File: config.mk
export PLATFORM = sky130hd
export DESIGN_NAME = thread_ready_queue_scheduler
export DESIGN_NICKNAME = d
export VERILOG_FILES = /design/src/rtl/core/trqs_pkg.sv /design/src/rtl/core/thread_ready_queue_scheduler.sv
export SDC_FILE = /design/constraint.sdc
export NUM_CORES = 1
export LEC_CHECK = 0
export BUFFER_PORTS_ARGS = -buffer_cell sky130_fd_sc_hd__buf_2
export CAP_MARGIN = 40
export CELL_PAD_IN_SITES_DETAIL_PLACEMENT = 1
export CELL_PAD_IN_SITES_GLOBAL_PLACEMENT = 1
export CORE_AREA = 2 2 179 268
export CTS_CLUSTER_SIZE = 40
export DETAILED_ROUTE_END_ITERATION = 6
export DIE_AREA = 0 0 181 270
export PLACE_DENSITY = 0.86
export SLEW_MARGIN = 15
export SYNTH_ARGS = -nofsm -noshare
export SYNTH_HDL_FRONTEND = slang
export SYNTH_SLANG_ARGS = --single-unit
File: constraint.sdc
create_clock -name clk -period 6.1 [get_ports clk]
set_clock_uncertainty 0.1 [all_clocks]
set_input_delay 1.22 -clock clk [delete_from_list [all_inputs] [get_ports clk]]
set_output_delay 1.22 -clock clk [all_outputs]
set_load 0.005 [all_outputs]
File: src/rtl/core/trqs_pkg.sv
// Shared types and codes for the thread ready-queue scheduler.
`default_nettype none
package trqs_pkg;

  typedef enum logic [3:0] {
    CMD_TICK    = 4'd0,
    CMD_YIELD   = 4'd1,
    CMD_BLOCK   = 4'd2,
    CMD_AWAKE   = 4'd3,
    CMD_CREATE  = 4'd4,
    CMD_KILL    = 4'd5,
    CMD_PROT_EN = 4'd6,
    CMD_PROT_EX = 4'd7,
    CMD_LOCK    = 4'd8,
    CMD_UNLOCK  = 4'd9
  } cmd_t;

  localparam logic [2:0] ST_OK        = 3'd0;
  localparam logic [2:0] ST_NO_FREE   = 3'd1;
  localparam logic [2:0] ST_NOT_BLK   = 3'd2;
  localparam logic [2:0] ST_DEFERRED  = 3'd3;
  localparam logic [2:0] ST_BAD_TGT   = 3'd4;
  localparam logic [2:0] ST_NOT_LOCKR = 3'd5;

  // Thread states
  localparam logic [1:0] TS_FREE    = 2'd0;
  localparam logic [1:0] TS_READY   = 2'd1;
  localparam logic [1:0] TS_RUNNING = 2'd2;
  localparam logic [1:0] TS_BLOCKED = 2'd3;

  localparam logic [3:0] YIELD_LIMIT_RESET = 4'd3;
  localparam logic [3:0] YIELD_SAT         = 4'd15;

  typedef struct packed {
    logic [3:0] cmd;
    logic [3:0] target;
    logic       with_semaphore;
  } in_item_t;

  typedef struct packed {
    logic [3:0] running;
    logic [3:0] previous;
    logic [3:0] new_thread;
    logic [2:0] status;
    logic       released_valid;
    logic [3:0] released_thread;
    logic       sem_release;
  } out_item_t;

endpackage
`default_nettype wire

File: src/rtl/core/thread_ready_queue_scheduler.sv
// Top level: thread scheduler with linked ready queue held in link memories.
// A command is accepted on start while idle and runs decode, unlink, reschedule and append states.
// A new command is taken only once the last result is out (busy low); link reads are registered.
// Killing another slot adds an unlink; a reschedule adds an append and an unlink of the pick.
// The receiver cannot stall; the result is shown one cycle under out_valid.
// Reset (synchronous, active low): slot 1 running, slot 0 ready, queue empty.
`default_nettype none
module thread_ready_queue_scheduler #(
  parameter int PROTECT_BITS = 8
) (
  input  wire                    clk,
  input  wire                    rst_n,
  input  wire                    start,
  output logic                   busy,
  input  wire trqs_pkg::in_item_t in_item,
  output logic                   out_valid,
  output trqs_pkg::out_item_t    out_item,
  input  wire                    cfg_valid,
  output logic                   cfg_ready,
  input  wire [3:0]              cfg_data
);

  localparam int NS = 16;
  localparam logic [PROTECT_BITS-1:0] PMAX = '1;

  typedef enum logic [3:0] {
    S_IDLE, S_DEC, S_RM_RD, S_RM_WR, S_RS, S_HD_RD, S_HD_WR, S_PUSH, S_DONE
  } state_t;

  // Per-slot state in flip-flops (each with its own reset value)
  logic [1:0]              tstat_r [NS];
  logic                    inq_r   [NS];
  logic                    semw_r  [NS];
  logic                    kpend_r [NS];
  logic [PROTECT_BITS-1:0] pdep_r  [NS];

  // Link memories: one read and one write per cycle
  logic [3:0] qnext_mem [NS];
  logic [3:0] qprev_mem [NS];
  logic [3:0] rd_next_r, rd_prev_r;
  logic [3:0] rd_addr;
  logic       nx_we, pv_we;
  logic [3:0] nx_wa, nx_wd, pv_wa, pv_wd;

  state_t               state_r;
  trqs_pkg::in_item_t   it_r;
  logic [3:0] head_r, tail_r, cur_r, locker_r, yrun_r, ylim_r;
  logic [4:0] qcnt_r;
  logic       lockv_r;
  // Work registers
  logic [3:0] rm_r, nxt_r, kill_r, pushs_r, newt_r, prev_r;
  logic       do_rs_r, byy_r, kill_v_r, sem_r, pushq_r;
  logic [2:0] status_r;

  assign busy      = (state_r != S_IDLE);
  assign cfg_ready = (state_r == S_IDLE);

  // Lowest free slot above idle
  logic [3:0] free_s;
  logic       free_v;
  always_comb begin
    free_s = '0;
    free_v = 1'b0;
    for (int i = NS - 1; i >= 1; i--) begin
      if (tstat_r[i] == trqs_pkg::TS_FREE) begin
        free_s = 4'(i);
        free_v = 1'b1;
      end
    end
  end

  // Both unlink reads address the slot being removed
  assign rd_addr = rm_r;

  always_ff @(posedge clk) begin
    rd_next_r <= qnext_mem[rd_addr];
    rd_prev_r <= qprev_mem[rd_addr];
    if (nx_we) qnext_mem[nx_wa] <= nx_wd;
    if (pv_we) qprev_mem[pv_wa] <= pv_wd;
  end

  // Link writes: removal unlink in S_RM_WR/S_HD_WR, append in S_PUSH
  always_comb begin
    nx_we = 1'b0; pv_we = 1'b0;
    nx_wa = '0; nx_wd = '0; pv_wa = '0; pv_wd = '0;
    unique case (state_r)
      S_RM_WR, S_HD_WR: begin
        nx_wa = rd_prev_r; nx_wd = rd_next_r;
        pv_wa = rd_next_r; pv_wd = rd_prev_r;
        nx_we = inq_r[rm_r] && (rm_r != head_r);
        pv_we = inq_r[rm_r] && (rm_r != tail_r);
      end
      S_PUSH: begin
        pv_we = pushq_r && !inq_r[pushs_r] && (pushs_r != '0);
        pv_wa = pushs_r; pv_wd = tail_r;
        nx_we = pv_we && (qcnt_r != '0);
        nx_wa = tail_r; nx_wd = pushs_r;
      end
      default: ;
    endcase
  end

  // Control: decode, unlink, reschedule, append, report
  always_ff @(posedge clk) begin
    if (!rst_n) begin
      state_r   <= S_IDLE;
      out_valid <= 1'b0;
      head_r <= '0; tail_r <= '0; qcnt_r <= '0;
      cur_r <= 4'd1; lockv_r <= 1'b0; locker_r <= '0; yrun_r <= '0;
      ylim_r <= trqs_pkg::YIELD_LIMIT_RESET;
      for (int i = 0; i < NS; i++) begin
        tstat_r[i] <= (i == 0) ? trqs_pkg::TS_READY :
                      (i == 1) ? trqs_pkg::TS_RUNNING : trqs_pkg::TS_FREE;
        inq_r[i] <= 1'b0; semw_r[i] <= 1'b0; kpend_r[i] <= 1'b0; pdep_r[i] <= '0;
      end
    end else begin
      out_valid <= 1'b0;
      unique case (state_r)
        S_IDLE: begin
          if (cfg_valid) ylim_r <= cfg_data;
          if (start) begin
            it_r <= in_item;
            state_r <= S_DEC;
          end
        end
        S_DEC: begin
          prev_r <= cur_r; newt_r <= '0; status_r <= trqs_pkg::ST_OK;
          kill_v_r <= 1'b0; sem_r <= 1'b0; do_rs_r <= 1'b0; byy_r <= 1'b0;
          pushq_r <= 1'b0; kill_r <= '0; rm_r <= '0;
          state_r <= S_DONE;
          unique case (it_r.cmd)
            trqs_pkg::CMD_TICK: begin do_rs_r <= 1'b1; state_r <= S_RS; end
            trqs_pkg::CMD_YIELD: begin
              do_rs_r <= 1'b1; byy_r <= 1'b1; state_r <= S_RS;
            end
            trqs_pkg::CMD_BLOCK: begin
              if (cur_r == '0) status_r <= trqs_pkg::ST_BAD_TGT;
              else begin
                tstat_r[cur_r] <= trqs_pkg::TS_BLOCKED;
                semw_r[cur_r] <= it_r.with_semaphore;
                state_r <= S_RS;
              end
            end
            trqs_pkg::CMD_AWAKE: begin
              if (tstat_r[it_r.target] != trqs_pkg::TS_BLOCKED)
                status_r <= trqs_pkg::ST_NOT_BLK;
              else begin
                tstat_r[it_r.target] <= trqs_pkg::TS_READY;
                semw_r[it_r.target] <= 1'b0;
                pushq_r <= 1'b1; pushs_r <= it_r.target; state_r <= S_PUSH;
              end
            end
            trqs_pkg::CMD_CREATE: begin
              if (!free_v) status_r <= trqs_pkg::ST_NO_FREE;
              else begin
                tstat_r[free_s] <= trqs_pkg::TS_READY;
                semw_r[free_s] <= 1'b0; pdep_r[free_s] <= '0; kpend_r[free_s] <= 1'b0;
                newt_r <= free_s;
                pushq_r <= 1'b1; pushs_r <= free_s; state_r <= S_PUSH;
              end
            end
            trqs_pkg::CMD_KILL: begin
              if (it_r.target == '0 || tstat_r[it_r.target] == trqs_pkg::TS_FREE)
                status_r <= trqs_pkg::ST_BAD_TGT;
              else if (pdep_r[it_r.target] != '0) begin
                kpend_r[it_r.target] <= 1'b1; status_r <= trqs_pkg::ST_DEFERRED;
              end else begin
                kill_v_r <= 1'b1; kill_r <= it_r.target;
                sem_r <= semw_r[it_r.target];
                if (it_r.target == cur_r) state_r <= S_RS;
                else begin rm_r <= it_r.target; state_r <= S_RM_RD; end
              end
            end
            trqs_pkg::CMD_PROT_EN: begin
              if (kpend_r[cur_r]) begin
                kill_v_r <= 1'b1; kill_r <= cur_r; sem_r <= semw_r[cur_r];
                state_r <= S_RS;
              end else if (pdep_r[cur_r] != PMAX)
                pdep_r[cur_r] <= pdep_r[cur_r] + 1'b1;
            end
            trqs_pkg::CMD_PROT_EX: begin
              if (pdep_r[cur_r] != '0) begin
                pdep_r[cur_r] <= pdep_r[cur_r] - 1'b1;
                if (pdep_r[cur_r] == PROTECT_BITS'(1) && kpend_r[cur_r]) begin
                  kill_v_r <= 1'b1; kill_r <= cur_r; sem_r <= semw_r[cur_r];
                  state_r <= S_RS;
                end
              end
            end
            trqs_pkg::CMD_LOCK: begin lockv_r <= 1'b1; locker_r <= cur_r; end
            trqs_pkg::CMD_UNLOCK: begin
              if (lockv_r && locker_r == cur_r) begin
                lockv_r <= 1'b0; locker_r <= '0;
              end else status_r <= trqs_pkg::ST_NOT_LOCKR;
            end
            default: ;
          endcase
        end
        // Wait for the registered read of the removed slot's links
        S_RM_RD: state_r <= S_RM_WR;
        S_RM_WR, S_HD_WR: begin
          if (inq_r[rm_r]) begin
            if (rm_r == head_r) head_r <= rd_next_r;
            if (rm_r == tail_r) tail_r <= rd_prev_r;
            inq_r[rm_r] <= 1'b0;
            qcnt_r <= qcnt_r - 1'b1;
          end
          state_r <= S_DONE;
        end
        // Requeue current if running, then pick next
        S_RS: begin
          logic [4:0] cnt;
          logic [3:0] yr, hd, pick;
          logic       rmv, cur_run;
          cnt = qcnt_r; hd = head_r;
          pick = '0; rmv = 1'b0;
          // A thread being killed is never requeued
          cur_run = (tstat_r[cur_r] == trqs_pkg::TS_RUNNING) && !kill_v_r;
          if (cur_run && cur_r != '0 && !inq_r[cur_r]) begin
            if (cnt == '0) hd = cur_r;
            cnt = cnt + 1'b1;
          end
          yr = byy_r ? ((yrun_r != trqs_pkg::YIELD_SAT) ? yrun_r + 1'b1 : yrun_r) : '0;
          if (lockv_r) begin
            if (tstat_r[locker_r] == trqs_pkg::TS_READY ||
                (cur_run && locker_r == cur_r)) begin
              pick = locker_r; rmv = 1'b1;
            end
          end else if (cnt == '0) pick = '0;
          else if (yr > ylim_r) yr = '0;
          else begin pick = hd; rmv = 1'b1; end
          yrun_r <= yr;
          // Mark states now; the append and the unlink follow in later cycles
          if (kill_v_r) tstat_r[kill_r] <= trqs_pkg::TS_FREE;
          else if (cur_run) tstat_r[cur_r] <= trqs_pkg::TS_READY;
          nxt_r <= pick; rm_r <= pick;
          do_rs_r <= rmv;
          pushq_r <= cur_run && cur_r != '0;
          pushs_r <= cur_r;
          state_r <= S_PUSH;
        end
        // Append a slot at the tail; after a reschedule, also make the pick the running thread
        S_PUSH: begin
          if (pushq_r && !inq_r[pushs_r] && pushs_r != '0) begin
            if (qcnt_r == '0) head_r <= pushs_r;
            tail_r <= pushs_r; inq_r[pushs_r] <= 1'b1; qcnt_r <= qcnt_r + 1'b1;
          end
          pushq_r <= 1'b0;
          if (it_r.cmd == trqs_pkg::CMD_AWAKE || it_r.cmd == trqs_pkg::CMD_CREATE)
            state_r <= S_DONE;
          else begin
            tstat_r[nxt_r] <= trqs_pkg::TS_RUNNING;
            cur_r <= nxt_r;
            state_r <= do_rs_r ? S_HD_RD : S_DONE;
          end
        end
        S_HD_RD: state_r <= S_HD_WR;
        S_DONE: begin
          if (kill_v_r) begin
            semw_r[kill_r] <= 1'b0; pdep_r[kill_r] <= '0; kpend_r[kill_r] <= 1'b0;
            tstat_r[kill_r] <= trqs_pkg::TS_FREE;
            if (lockv_r && locker_r == kill_r) begin
              lockv_r <= 1'b0; locker_r <= '0;
            end
          end
          out_item.running         <= cur_r;
          out_item.previous        <= prev_r;
          out_item.new_thread      <= newt_r;
          out_item.status          <= status_r;
          out_item.released_valid  <= kill_v_r;
          out_item.released_thread <= kill_r;
          out_item.sem_release     <= sem_r;
          out_valid <= 1'b1;
          state_r <= S_IDLE;
        end
        default: state_r <= S_IDLE;
      endcase
    end
  end

`ifndef SYNTH
  a_busy_out: assert property (@(posedge clk) disable iff (!rst_n)
    out_valid |-> !busy) else $error("result while busy");
  a_cnt: assert property (@(posedge clk) disable iff (!rst_n)
    qcnt_r <= 5'(NS - 1)) else $error("queue count overflow");
  a_idle_q: assert property (@(posedge clk) disable iff (!rst_n)
    !inq_r[0]) else $error("idle slot queued");
  a_rel: assert property (@(posedge clk) disable iff (!rst_n)
    out_valid && out_item.released_valid |-> out_item.released_thread != '0)
    else $error("idle released");
`endif

endmodule
`default_nettype wire

# After elaboration in Yosys (flattened, before gate mapping)
# Memory sizes are Yosys's and may differ from the RTL's. A register that Yosys moved wholly into a read port is not among the register bits.
# Index checks and enable logic that the tools add are counted.
# W data, S select, Z words.
word_totals:
  ff_bits: 97
  ram_bits: 336
  in_bits: 17
  output_inout_bits: 24
  elab_cells: 435
  memories: 7
op_classes:
  addsub: 5
  magnitude_cmp: 1
  n_eq_ne: 43
  muxes: 260
  bitwise_logic: 4
  n_reduce_logical: 83
mem_list:
  columns: ["memory", "depth", "width", "read_ports", "rd_ports_with_merged_regs", "write_ports", "line_no", "source"]
  rows:
  - ["pdep_r", 16, 8, 2, 2, 16, "thread_ready_queue_scheduler.sv:35", "logic [PROTECT_BITS-1:0] pdep_r [NS];"]
  - ["qnext_mem", 16, 4, 1, 1, 1, "thread_ready_queue_scheduler.sv:38", "logic [3:0] qnext_mem [NS];"]
  - ["qprev_mem", 16, 4, 1, 1, 1, "thread_ready_queue_scheduler.sv:39", "logic [3:0] qprev_mem [NS];"]
  - ["tstat_r", 16, 2, 18, 3, 16, "thread_ready_queue_scheduler.sv:31", "logic [1:0] tstat_r [NS];"]
  - ["inq_r", 16, 1, 3, 3, 16, "thread_ready_queue_scheduler.sv:32", "logic inq_r [NS];"]
  - ["kpend_r", 16, 1, 1, 1, 16, "thread_ready_queue_scheduler.sv:34", "logic kpend_r [NS];"]
  - ["1 more memories", null, null, null, null, null, null, null]
ops:
  columns: ["op", "n"]
  rows:
  - ["$mux W4", 92]
  - ["$mux W1", 123]
  - ["$pmux W4 S2", 9]
  - ["$pmux W4 S7", 2]
  - ["$eq A4 B3 Y1 const B", 8]
  - ["$logic_not A2 Y1", 16]
  - ["$mux W8", 4]
  - ["$mux W5", 5]
  - ["$reduce_or A8 Y1", 3]
  - ["$eq A4 B4 Y1", 5]
  - ["$mux W2", 9]
  - ["$ne A2 B2 Y1 const B", 9]
  - ["$eq A4 B2 Y1 const B", 4]
  - ["$logic_not A4 Y1", 4]
  - ["$reduce_and A2 Y1", 8]
  - ["$reduce_bool A8 Y1", 2]
  - ["$pmux W3 S5", 1]
  - ["$reduce_and A5 Y1", 3]
  - ["$reduce_or A2 Y1", 7]
  - ["$eq A4 B4 Y1 const B", 3]
  - ["$logic_and A1 B1 Y1", 12]
  - ["$mux W3", 4]
  - ["$ne A3 B3 Y1 const B", 4]
  - ["$pmux W1 S2", 6]
  - ["other kinds (29)", 53]

# Depth between registers and ports, before layout
# Gate-level depths: netlist of run 1.
# An unclocked memory read counts as a cell.
logic_depth:
  depth_word: 26
  mapped_depth: 16
  depth_no_buf: 14

# Worst setup path after synthesis of run 1
# No wires, ideal clock.
synth_timing:
  kind: "register -> register"
  from: "register with a tool-made name"
  to: "memory pdep_r[13][0], enable pin"
  arrival_ps: 4184
  setup_slack_ps: 1486
  stages_incl_launch_ff: 15
  path_cell_list: "dfxtp_1 -> buf_4 -> buf_4 -> buf_2 -> buf_1 -> mux4_2 -> mux4_2 -> ha_1 -> nand3_1 -> a32oi_1 -> a31o_2 -> nand2_4 -> o311ai_4 -> nand4_4 -> nand2_1"
synth_rtl:
  columns: ["item", "line_no"]
  rows:
  - ["end, declared", "thread_ready_queue_scheduler.sv:35"]

==> results of run 1 <==
layout by cell type, fill, tap and decap left out, types with 11 or more instances in the layout:
master and n:
a21boi_0 15, a21o_1 13, a21oi_1 35, a22oi_1 20, a31oi_1 12, and2_1 11
and3_1 17, buf_2 41, buf_4 30, clkbuf_16 46, dfxtp_1 109, edfxtp_1 350
ha_1 11, inv_1 40, mux2_2 13, mux2i_1 64, mux4_2 107, nand2_1 171
nand2b_1 41, nand3_1 41, nand4_1 17, nand4_4 15, nor2_1 272, nor2b_1 39
nor3_1 20, nor3b_1 12, nor4_1 42, o211ai_1 11, o21ai_0 39, o22ai_1 13
xnor2_1 14, xor2_1 16
report_power, final:
group	internal [uW]	leakage, uW	switching (uW)
logic	151	0.00362	257
registers	3420	0.00405	103
clock network	1610	0.000737	1250
worst min path at each step:
| stage | from | end | slack (ps) | cells after the start |
|---|---|---|---|---|
| CTS | prev_r[3]$_DFFE_PP_ | out_item[16]$_DFFE_PP_ | 330 | 0 |
| global route | prev_r[2]$_DFFE_PP_ | out_item[15]$_DFFE_PP_ | 330 | 0 |
| detailed placement | prev_r[3]$_DFFE_PP_ | out_item[16]$_DFFE_PP_ | 310 | 0 |
| finish | prev_r[2]$_DFFE_PP_ | out_item[15]$_DFFE_PP_ | 320 | 0 |
| global placement | prev_r[2]$_DFFE_PP_ | out_item[15]$_DFFE_PP_ | 300 | 0 |
| floorplan | sem_r$_DFFE_PP_ | out_item[0]$_DFFE_PP_ | 300 | 0 |
layout make-up:
| cell class | instances | area share |
|---|---|---|
| well taps | 594 | 0.0292 |
| inverters | 43 | 0.00634 |
| multi-input cells | 1252 | 0.381 |
| flip-flops and latches | 461 | 0.500 |
| clock buffers | 61 | 0.0502 |
| repair buffers | 83 | 0.0239 |
| clock inverters | 23 | 0.00919 |
| diodes | 1 | 0.0000983 |
flip-flops by register name, summed over array words and instances (netlist names), 5 cells and up, named ones only:
register   flops
qprev_mem     64
tstat_r       32
out_item      21
qnext_mem     64
semw_r        16
qcnt_r         5
pdep_r       128
inq_r         16
kpend_r       16
it_r           9
worst max-delay path: cells and delay by family, from the launching register on:
family	cells	cell delay (ps)
AO/OA/AOI/OAI	4	1890
flip-flops	1	850
buffers and inverters	1	280
adder cells (fa/ha/maj)	1	310
multiplexers	2	750
AND/OR/NAND/NOR	3	670
routing by layer:
| layer | wire (um) | track usage |
|---|---|---|
| met4 | 4910 | 0.175 |
| met1 | 24600 | 0.310 |
| met2 | 38500 | 0.545 |
| met5 | 27 | 0 |
| met3 | 3990 | 0.0456 |
synth_stat cells (all sizes together), types with 8 or more instances:
| cell type | count |
|---|---|
| mux2 | 13 |
| a22oi | 20 |
| a31oi | 15 |
| nand2 | 172 |
| nor3 | 22 |
| ha | 11 |
| a21boi | 15 |
| a21oi | 36 |
| and2 | 11 |
| a21o | 13 |
| and3 | 17 |
| xor2 | 16 |
| xnor2 | 14 |
| nand3b | 8 |
| nand4 | 33 |
| o31ai | 9 |
| buf | 31 |
| nor2 | 272 |
| edfxtp | 350 |
| mux4 | 114 |
| nor4 | 44 |
| nor3b | 12 |
| a211oi | 9 |
| clkbuf | 69 |
| nand2b | 41 |
| nor2b | 39 |
| mux2i | 64 |
| o22ai | 13 |
| inv | 43 |
| a221oi | 11 |
| o21ai | 52 |
| dfxtp | 111 |
| nand3 | 42 |
| o211ai | 11 |
cell families after synthesis:
family | count (synthesis) | share of synthesized area
adder cells (fa/ha/maj) | 11 | 0.00598
multiplexers | 191 | 0.147
AO/OA/AOI/OAI | 277 | 0.0898
flip-flops | 461 | 0.553
buffers and inverters | 143 | 0.0272
XOR/XNOR | 30 | 0.0114
AND/OR/NAND/NOR | 743 | 0.166
metrics by stage:
step	setup slack (ps)	total power [uW]	hold slack, ps	util	instance area (um^2)
finish	899	6800	323	0.546	25400
global route	672	6950	329	0.546	25400
CTS	975	6810	330	0.546	25400
detailed placement	1010	3990	311	0.513	23900
global placement	1180	3960	301	0.509	23700
floorplan	1490	3810	300	-	23000
==> results by group, run 1 <==
Worst setup path
  • Top cell by count, worst path: mux4_2
  • Max incr delay on CP: 850 ps
  • Crit path cell chain: mux4_2 > mux4_2 > ha_1 > nand3_1 > a32oi_1 > a31oi_4 > o21ai_1 > o311a_1 > buf_4 > nand4_2 > nand2_1
  • Slowest cell on crit path: dfxtp_2
  • CP required: 6250 ps
  • CP Class: reg2reg
  • Crit path launch type: register
  • Setup slack, reg-to-reg: 900 ps
  • CP endpoint kind: register
  • Setup crit end: pdep_r[2][6]$_SDFFCE_PN0P_
  • R2r worst-path depth: 11
  • Crit path DAT: 5350 ps
  • CP Max Fanout: 30
  • Worst R2R End: pdep_r[2][6]$_SDFFCE_PN0P_

Synthesis
  • Yosys reg bits: 461
  • Ys flop type: edfxtp_1
  • Post-Syn Area: 23,000 um^2
  • Yosys warns: 0
  • Register area share after synthesis: 0.553
  • Ys async rst share: 0
  • Post-synth EDFFs: 350
  • Distinct cells, synth: 92
  • Gate count after technology mapping: 1,856
  • Mapped Nets: 1,884
  • Top cells by area, synth: edfxtp_1, mux4_2, dfxtp_1, nor2_1, nand2_1
  • Avg Inst Size Synth: 12.4 um^2
  • Synth area leader: edfxtp_1
  • Yosys top cell area share: 0.457

Drt
  • Wire length per cell: 28.6 um
  • Drt first pass iters: 5
  • Final ANT Viol Nets: 0
  • DR DRC count: 0
  • Initial DRC count: 1,614
  • Total number of vias: 16,664
  • WL final: 72.0 mm
  • Via density: 6.62

Placed design
  • Final GP Congestion: 0.962
  • HPWL after detailed placement: 52.0 mm
  • Dpl cells: 2,431
  • Number of port buffers: 40

Run status
  • Status: complete, no violations

Clocking
  • Hold buffer count at CTS: 0
  • CTS Buf Count: 45
  • Clock-pin transition on the worst setup and hold timing paths: 60 ps
  • Clk Latency, worst-skew pair: 590 ps
  • Root Buffer: clkbuf_16
  • CTS Buffer Depth: 3
  • H-tree depth: 2
  • Setup Buffers After CTS: 0
  • CTS resizes: 0
  • CTS tree: built
  • # clock sinks: 461

Layout
  • Fill count: 4,691
  • Area of the multi-input gates: 9690 um^2
  • Area Overhead vs Synth: 10.5%
  • Register area: 12,700 um^2
  • Layout cell share with drive strength beyond 1: 0.168
  • Nets: 1,914
  • Layout Cells excl Fill: 2,518

Power
  • Static leakage: 0.00840 uW
  • Worst VDD drop: 263 uV
  • Pwr per Cell Area: 267 nW/um^2

Floorplanning
  • Cell row count: 97
  • Vert. Die Dim: 270 um
  • Die ar.: 48,900 um^2
  • Num ports: 41
  • Initial core utilization: 0.494
  • Width of the die: 181 um
  • CORE AREA: 46,600 um^2

Timing
  • Unrepaired setup endpoints after global routing: no
  • Final hold viol count: 0
  • Max Transition Viols Final: 0
  • Total Neg Setup Slack: 0 ps
  • Min cycle time layout: 5200 ps
  • Slew @ Worst Pin: 964 ps
  • Rel. slew slack: 0.351
  • Setup violators final: 0
  • Final period util: 0.853
  • Fmax achieved: 192 MHz

GRT
  • Grt total ovfl: 0
  • Vias in the first global route: 17,688
  • Tot GR Track Use: 0.293
  • Largest net degree at the start of global routing: 81
  • First-pass GRT wire length: 108 mm
  • Antenna violations before repair: 3

Hold path
  • Hold WC Path Type: reg2reg

Flow run
  • Max Cap Viol: 0
(Power assumes the default switching activity.)
==> run 2, diff against run 1 <==
--- a/config.mk
+++ b/config.mk
@@ -9,11 +9,11 @@
 export CAP_MARGIN = 40
 export CELL_PAD_IN_SITES_DETAIL_PLACEMENT = 1
 export CELL_PAD_IN_SITES_GLOBAL_PLACEMENT = 1
-export CORE_AREA = 2 2 179 268
+export CORE_AREA = 2 2 175 263
 export CTS_CLUSTER_SIZE = 40
 export DETAILED_ROUTE_END_ITERATION = 6
-export DIE_AREA = 0 0 181 270
-export PLACE_DENSITY = 0.86
+export DIE_AREA = 0 0 177 265
+export PLACE_DENSITY = 0.89
 export SLEW_MARGIN = 15
 export SYNTH_ARGS = -nofsm -noshare
 export SYNTH_HDL_FRONTEND = slang
==> run 2 against run 1 <==
  * Register-to-register slack lost 20 ps
  * Sequential cell count did not move
  * Count of clock-buffer cells in the layout shrank 10
  * Cell area about the same
  * Non-clock buffer count fell by 1
  * Total power is 0.76% higher
  * Combinational power grew 2%
  * Cell count fell by 0.48%
  * Core utilization rose by 2.5 points
  * Worst setup slack lost 25 ps
==> results by group, run 2 (synthesized netlist as in run 1, its figures left out) <==
GRT
  • Tot GR Track Use: 0.320 (+0.0273)
  • First-pass GRT wire length: 112 mm (+3.6%)
  • Antenna violations before repair: 6 (+3)
  • Largest net degree at the start of global routing: 85 (+4.9%)
  • Vias in the first global route: 18,154 (+2.6%)
  • Grt total ovfl: 0 (unchanged)

Layout
  • Largest Register: pdep_r
  • Fill count: 4,443 (-5.3%)
  • Layout cell share with drive strength beyond 1: 0.171 (+0.00269)
  • Largest regs: pdep_r x128, qnext_mem x64, qprev_mem x64
  • Nets: 1,913 (-0.052%)
  • Commonest cells after routing, fill and taps aside: edfxtp_1, nor2_1, nand2_1
  • Area Overhead vs Synth: 10.5% (about the same)
  • Largest register FFs: 128 (unchanged)
  • Most common cell after layout, fill and taps aside: edfxtp_1

Clocking
  • # clock sinks: 461 (unchanged)
  • CTS Buf Count: 45 (unchanged)
  • Hold buffer count at CTS: 0 (unchanged)
  • CTS tree: built
  • H-tree depth: 2 (unchanged)
  • CTS resizes: 0 (unchanged)
  • Clk Latency, worst-skew pair: 590 ps (about the same)
  • CTS Buffer Depth: 3 (unchanged)
  • Setup Buffers After CTS: 0 (unchanged)
  • Clock-pin transition on the worst setup and hold timing paths: 70 ps (about the same)
  • Root Buffer: clkbuf_16

Timing
  • Setup violators final: 0 (unchanged)
  • Total Neg Setup Slack: 0 ps (unchanged)
  • Min cycle time layout: 5230 ps (+24.9 ps)
  • Slew @ Worst Pin: 903 ps (-61.3 ps)
  • Fmax achieved: 191 MHz (-0.48%)
  • Final worst slack: 874 ps (-24.9 ps)
  • Rel. slew slack: 0.392 (+0.0413)
  • Final hold viol count: 0 (unchanged)
  • Max Transition Viols Final: 0 (unchanged)
  • Final period util: 0.857 (+0.00408)
  • Unrepaired setup endpoints after global routing: no

Drt
  • Total number of vias: 17,115 (+2.7%)
  • Wire length per cell: 29.7 um (+3.8%)
  • Via density: 6.83 (+3.2%)
  • DR DRC count: 0 (unchanged)
  • Final ANT Viol Nets: 0 (unchanged)
  • Drt first pass iters: 5 (unchanged)
  • WL final: 74.4 mm (+3.3%)
  • Initial DRC count: 1,770 (+9.7%)

Floorplanning
  • Cell row count: 95 (-2.1%)
  • Width of the die: 177 um (-2.2%)
  • CORE AREA: 44,600 um^2 (-4.4%)
  • Num ports: 41 (unchanged)
  • Die ar.: 46,900 um^2 (-4.0%)
  • Initial core utilization: 0.516 (+0.0225)
  • Vert. Die Dim: 265 um (-1.9%)

Power
  • Worst VDD drop: 248 uV (-5.7%)
  • Static leakage: 0.00840 uW (about the same)
  • Pwr per Cell Area: 269 nW/um^2 (+0.79%)

Worst setup path
  • CP required: 6260 ps (about the same)
  • CP Class: reg2reg
  • Crit path launch type: register
  • CP Max Fanout: 21 (-30%)
  • CP endpoint kind: register
  • Crit path DAT: 5390 ps (+40 ps)
  • Setup slack, reg-to-reg: 870 ps (-20 ps)

Placed design
  • Number of port buffers: 40 (unchanged)
  • HPWL after detailed placement: 52.4 mm (+0.86%)
  • Final GP Congestion: 0.960 (-0.24%)
  • DP Worst Slack: 989 ps (-16.8 ps)

Run status
  • Status: complete, no violations

Flow run
  • Max Cap Viol: 0 (unchanged)

Hold path
  • Hold WC Path Type: reg2reg
==> run 2: changes by cell type in the layout (fill, tap and decap cells not counted), sizes merged <==
| cell | before | now |
|---|---|---|
| clkbuf | 61 | 53 |
| diode | 1 | 2 |
| inv | 47 | 49 |
| clkinvlp | 3 | 7 |
| clkinv | 13 | 15 |
| buf | 83 | 80 |
| bufinv | 3 | 5 |
==> run 2: path summary, 6_finish.rpt <==
path,startpoint,end,cells after the start
setup / recovery,register,pdep_r[2][0]$_SDFFCE_PN0P_,11
hold / removal,prev_r[3]$_DFFE_PP_,out_item[16]$_DFFE_PP_,0
setup reg to reg,register,pdep_r[2][0]$_SDFFCE_PN0P_,11
hold reg to reg,prev_r[3]$_DFFE_PP_,out_item[16]$_DFFE_PP_,0
==> run 2: power breakdown <==
group          internal, uW  switching, uW  total [uW]
clock                  1620           1280        2900
combinational           152            263         416
sequential             3420            106        3530
==> run 2: layer usage <==
metal,global-route usage,up-vias,part of all wire
li1,-,7150,-
met1,0.350,8663,0.33
met2,0.570,938,0.52
met3,0.0511,356,0.065
met4,0.207,8,0.077
met5,0,-,0.00082
==> run 2: area by class of cell <==
cell class / count / area [um^2] / share of cell area
diodes: 2 / 5.00 / 0.000197
clock inverters: 33 / 342 / 0.0134
well taps: 582 / 728 / 0.0286
inverters: 43 / 161 / 0.00634
multi-input cells: 1252 / 9690 / 0.381
clock buffers: 51 / 1180 / 0.0463
repair buffers: 82 / 604 / 0.0238
flip-flops and latches: 461 / 12700 / 0.501
==> run 2: critical path, stage by stage (launching register included) <==
cell and delay (ps):
dfxtp_2 740, buf_4 450, mux2i_1 130, a221oi_1 580
nand3_1 180, a32oi_1 590, a31oi_4 290, o21ai_1 330
o311a_1 660, buf_4 290, nand4_2 220, nand2_1 350
==> run 2: metrics by stage <==
step / cells / power [uW] / utilization / cell area, um^2 / hold slack [ps]
CTS: 2499 / 6850 / 0.570 / 25400 / 318
global placement: 2403 / 3950 / 0.532 / 23700 / 303
floorplan: 1856 / 3810 / - / 23000 / 300
detailed placement: 2415 / 3990 / 0.535 / 23900 / 306
finish: 2506 / 6850 / 0.571 / 25400 / 322
global route: 2505 / 6990 / 0.571 / 25400 / 326
